`config.mk`:
```
export PLATFORM = sky130hd
export DESIGN_NAME = kil_divider
export DESIGN_NICKNAME = d
export VERILOG_FILES = /design/src/kil_pkg.sv /design/src/kil_divider.sv
export SDC_FILE = /design/constraint.sdc
export NUM_CORES = 1
export LEC_CHECK = 0
export ABC_CLOCK_PERIOD_IN_PS = 3300
export BUFFER_PORTS_ARGS = -buffer_cell sky130_fd_sc_hd__buf_2
export CAP_MARGIN = 25
export CORE_MARGIN = 5
export CORE_UTILIZATION = 45
export CTS_BUF_LIST = sky130_fd_sc_hd__clkbuf_16
export DETAILED_ROUTE_END_ITERATION = 10
export HOLD_SLACK_MARGIN = 0.15
export PLACE_DENSITY = 0.77
export SETUP_SLACK_MARGIN = 0.5
export SYNTH_ARGS = -nofsm -noshare
export SYNTH_HDL_FRONTEND = slang
export SYNTH_SLANG_ARGS = --single-unit
```
`constraint.sdc`:
```
create_clock -name clock -period 3.3 [get_ports clock]
set_input_delay 0.165 -clock clock [delete_from_list [all_inputs] [get_ports clock]]
set_output_delay 0.165 -clock clock [all_outputs]
set_load 0.005 [all_outputs]
```
`src/kil_pkg.sv`:
```
// shared constants and types for the keyframe interval locator
package kil_pkg;

   localparam int MAX_FRAMES  = 256;
   localparam int FRAME_IDX_W = $clog2(MAX_FRAMES);
   localparam int COUNT_W     = 9;
   localparam int VERTEX_W    = 16;
   localparam int TIME_W      = 32;
   localparam int WEIGHT_W    = 17;
   localparam int FACTOR_W    = 10;
   localparam int PRODUCT_W   = VERTEX_W + FACTOR_W;
   localparam int OFFSET_W    = 28;
   localparam int ADDR_W      = 3;
   localparam int DATA_W      = 32;

   typedef enum logic [0:0] {
      OP_WRITE = 1'b0,
      OP_QUERY = 1'b1
   } opcode_type;

   typedef enum logic [0:0] {
      REG_FRAME_COUNT  = 1'b0,
      REG_VERTEX_COUNT = 1'b1
   } reg_index_type;

endpackage

```
`src/kil_divider.sv`:
```
// iterative restoring divider for the q1.16 blend weight, one quotient bit per cycle
module kil_divider
   import kil_pkg::*;
(
   input  logic                clock,
   input  logic                reset,
   input  logic                start,
   input  logic [TIME_W-1:0]   dividend,
   input  logic [TIME_W-1:0]   divisor,
   output logic                done,
   output logic [WEIGHT_W-1:0] quotient
);

   localparam int STEP_W = $clog2(WEIGHT_W);
   localparam logic [STEP_W-1:0] LAST_STEP = STEP_W'(WEIGHT_W - 1);

   logic                run_ff, run_in;
   logic                done_ff, done_in;
   logic [STEP_W-1:0]   count_ff, count_in;
   logic [TIME_W:0]     rem_ff, rem_in;
   logic [TIME_W-1:0]   den_ff, den_in;
   logic [WEIGHT_W-1:0] quot_ff, quot_in;
   logic                fits;
   logic [TIME_W:0]     diff;

   always_comb begin
      fits     = rem_ff >= {1'b0, den_ff};
      diff     = fits ? rem_ff - {1'b0, den_ff} : rem_ff;
      run_in   = run_ff;
      done_in  = 1'b0;
      count_in = count_ff;
      rem_in   = rem_ff;
      den_in   = den_ff;
      quot_in  = quot_ff;
      if (start) begin
         run_in   = 1'b1;
         count_in = '0;
         rem_in   = {1'b0, dividend};
         den_in   = divisor;
         quot_in  = '0;
      end else if (run_ff) begin
         rem_in   = {diff[TIME_W-1:0], 1'b0};
         quot_in  = {quot_ff[WEIGHT_W-2:0], fits};
         count_in = count_ff + 1'b1;
         if (count_ff == LAST_STEP) begin
            run_in  = 1'b0;
            done_in = 1'b1;
         end
      end
   end

   always_ff @(posedge clock) begin
      if (reset) begin
         run_ff   <= 1'b0;
         done_ff  <= 1'b0;
         count_ff <= '0;
      end else begin
         run_ff   <= run_in;
         done_ff  <= done_in;
         count_ff <= count_in;
      end
      rem_ff  <= rem_in;
      den_ff  <= den_in;
      quot_ff <= quot_in;
   end

   assign done     = done_ff;
   assign quotient = quot_ff;

   a_done_single : assert property (@(posedge clock) disable iff (reset)
      done_ff |=> !done_ff)
      else $error("divider done longer than one cycle");

   a_done_after_run : assert property (@(posedge clock) disable iff (reset)
      $rose(done_ff) |-> $past(run_ff))
      else $error("divider done without a running division");

   a_count_range : assert property (@(posedge clock) disable iff (reset)
      run_ff |-> count_ff <= LAST_STEP)
      else $error("divider step count out of range");

endmodule

```
==> flow_summary.json <==
{
  "grt_max_degree": 74,
  "grt-ovfl-total": 0,
  "ys_types": 67,
  "ys_async_sr_fraction_pct": 0,
  "clockBufferDepth": 2,
  "timing.rr.end": "rem_ff[23]$_DFFE_PP_",
  "final_nets": 812,
  "finalPower_mw": 5.06,
  "cp.arrival_ns": 3.00,
  "drive_gt1_share_pct": 32.0,
  "ctsRootBufferMaster": "clkbuf_16",
  "num_antenna_cells": 0,
  "syn_inst": 555,
  "start_util_pct": 45.3,
  "routedWlPerCell_um": 16.5,
  "drt-pass1-iter-count": 4,
  "ys_warn_count": 0,
  "p_leak_nw": 3.17,
  "placed_cells": 770,
  "synthFlopType": "edfxtp_1",
  "slew_headroom_pct": 41.7,
  "place_area_um2": 5930,
  "reg2reg_from": "rem_ff[0]$_SDFFCE_PN0P_",
  "final_cells": 862,
  "critical_path_buf_inv_count": 2,
  "cts-htree-levels": 3,
  "cts_tree": "done",
  "slew_violations": 0,
  "slowest_delay_ns": 0.40,
  "drv_cap": 0,
  "dieArea_um2": 14200,
  "cts_sinks": 89,
  "crit_type": "register to register",
  "grt_pass1_wl_mm": 22.1,
  "synth_edf_count": 64,
  "finalCritPeriodShare_pct": 87.8,
  "reg2reg_depth": 12,
  "io_pins": 85,
  "fmax_ghz": 0.345,
  "path_depth": 12,
  "antenna_left": 0,
  "path_cells": "inv_1 > ha_2 > inv_2 > fa_2 > a21o_1 > a311oi_2 > nor3_2 > o21a_1 > o41a_1 > o22ai_2 > mux2i_1 > nor3_1",
  "min_path_type": "primary input to register",
  "die_y_um": 119,
  "critical_path.endpoint_type": "register",
  "finalHoldViolCount": 0,
  "cts_buffers": 9,
  "drc_errors": 0,
  "tightest_slew_ns": 0.874,
  "row_count": 40,
  "grtUsageTotal_pct": 19.0,
  "fin_tns_setup_ns": 0,
  "core-area_um2": 11900,
  "syn_nets": 657,
  "finalWeightedCongestion": 0.925,
  "cpMaxStageDelayCell": "edfxtp_1",
  "dp_hpwl_mm": 9.05,
  "start_kind": "register",
  "io_buffers": 84,
  "fin_area_um2": 7480,
  "critical_path.max_fanout": 3,
  "holdWs_ns": 0.171,
  "run_status": "complete, no violations",
  "peakVddDrop_mv": 0.304,
  "netlist_area_um2": 5380,
  "cp-startpoint": "rem_ff[0]$_SDFFCE_PN0P_",
  "rsz0062_at_grt": "true",
  "hold_end": "rem_ff[13]$_DFFE_PP_",
  "finalCriticalPeriod_ns": 2.90,
  "setup_viol": 0,
  "wl_mm": 14.2,
  "p_per_area_nw_per_um2": 677,
  "syn_avg_cell_area_um2": 9.69,
  "clk_latency_ns": 0.35,
  "fp.dieW_um": 119,
  "crit_family": "compound AO/OA/AOI/OAI gates",
  "worstHoldStart": "dividend[13]",
  "worst_ep_required_time_ns": 3.40,
  "seq_area_frac_synth_pct": 45.1,
  "viasPerCell": 5.50,
  "via_count": 4742,
  "drtIter0Drc": 310,
  "antenna_found_initial": 0,
  "hold_depth": 3,
  "clk_transition_reported_paths_ns": 0.07,
  "r2r_slack_ns": 0.40,
  "synth_seq_cells": 89,
  "syn2layout_area_growth_pct": 39.2,
  "grt_pass1_vias": 4697,
  "fin_skew_ns": 0.00576
}
[worst reg2reg max path: cells and delay by family (launching register included)]
| family | cells | cell delay, ns |
|---|---|---|
| and+or+nand+nor | 2 | 0.20 |
| DFF | 1 | 0.40 |
| AOI/OAI and AO/OA | 5 | 1.16 |
| adders and majority gates | 2 | 0.52 |
| buffers and inverters | 2 | 0.12 |
| muxes | 1 | 0.24 |
[layer usage]
| layer | share of wire, % | vias to the layer above | track usage [%] | routed length, um |
|---|---|---|---|---|
| li1 | - | 2330 | - | - |
| met1 | 44 | 2258 | 23.9 | 6270 |
| met2 | 49 | 129 | 32.0 | 6940 |
| met3 | 4.7 | 25 | 4.61 | 664 |
| met4 | 2.2 | 0 | 6.44 | 313 |
| met5 | 0 | - | 0 | 0 |
[synthesized netlist by cell type, types with 4 or more instances]
cell       instances  area share (%)
nand2b_1           5            0.58
nor3_1            12             1.1
inv_1             41             2.9
mux2i_1           19             3.5
nor2_1            67             4.7
a2bb2oi_1          4            0.65
a21o_1            18             2.5
a31oi_1           29             3.4
a21oi_1           27             2.5
and3_1             4            0.47
edfxtp_1          64              36
xor2_1            11             1.8
nand3_1           10            0.93
o21ai_1            4            0.37
ha_1              34             7.9
o21ai_0           15             1.4
or3_1              4            0.47
buf_1              4            0.28
xnor2_1           14             2.3
nand4_1           10             1.2
buf_2              5            0.47
dfxtp_1           25             9.3
clkbuf_1          13            0.91
nand2_1           51             3.6
[how the worst max path moves through the flow]
stage / endpoint / slack, ns
2_1_floorplan: rem_ff[23]$_DFFE_PP_ / 0.53
3_3_place_gp: rem_ff[26]$_DFFE_PP_ / 0.31
3_5_place_dp: rem_ff[19]$_DFFE_PP_ / 0.23
4_1_cts: rem_ff[19]$_DFFE_PP_ / 0.49
5_1_grt: rem_ff[23]$_DFFE_PP_ / 0.28
6_report: rem_ff[23]$_DFFE_PP_ / 0.40
[logic make-up (layout without fill, tap and decap cells)]
logic type / count (synthesis) / count (layout) / share of synthesized area (%)
buf+inv: 68 / 228 / 5.38
simple gates: 181 / 181 / 15.7
compound gates: 137 / 137 / 17.8
mux: 20 / 20 / 3.75
fa+ha+maj: 35 / 35 / 8.28
flops: 89 / 89 / 45.1
xor+xnor: 25 / 25 / 4.07
[per-stage QoR]
stage	worst slack [ns]	utilization, %
6_report	0.403	63.1
5_1_grt	0.278	63.1
4_1_cts	0.486	59.4
3_5_place_dp	0.230	50.0
3_3_place_gp	0.315	50.0
2_1_floorplan	0.525	-
[power breakdown]
part           switching [mW]  internal, mW
logic                    1.37          1.22
clock network           0.457         0.518
registers               0.108          1.40
total                    1.93          3.13
[final cells by class]
type | instances | area, um2
Clock inverter | 7 | 53.8
Tap cell | 147 | 184
Clock buffer | 9 | 225
Timing Repair Buffer | 171 | 1280
Fill cell | 932 | 4380
Sequential cell | 89 | 2420
Inverter | 41 | 154
Multi-Input combinational cell | 398 | 3160
[sequential cells by signal (all words and copies together) (netlist names)]
name,cells
count_ff,5
quotient,17
den_ff,32
done,1
rem_ff,33
run_ff,1
[timing repair]
action | 4_1_cts | 5_1_grt
pin swaps | 17 | 52
hold buffers | 44 | 0
endpoints found under the setup margin | 32 | 31
setup buffers | 14 | 16
resized for setup | 46 | 64
hold endpoints to repair | 49 | 0
cloned | 0 | 2
[placed cells by master (no fill, tap or decap), types with 4 or more instances in the layout]
cell type and count:
mux2i_1 18, nand2_2 11, nand2_4 8, xnor2_1 14, o21ai_1 6, dfxtp_1 25
a21oi_1 20, a21oi_2 7, nor2_1 67, a21o_1 18, edfxtp_1 64, nand3_1 8
nand2b_1 5, dlygate4sd3_1 44, buf_2 84, buf_6 8, a2bb2oi_1 4, buf_4 30
clkbuf_16 11, inv_1 39, nor3_1 10, or3_1 4, ha_1 18, nand2_1 32
nand4_1 10, o21ai_0 11, xor2_1 11, ha_4 14, a31oi_1 27
(Power assumes the default switching activity.)
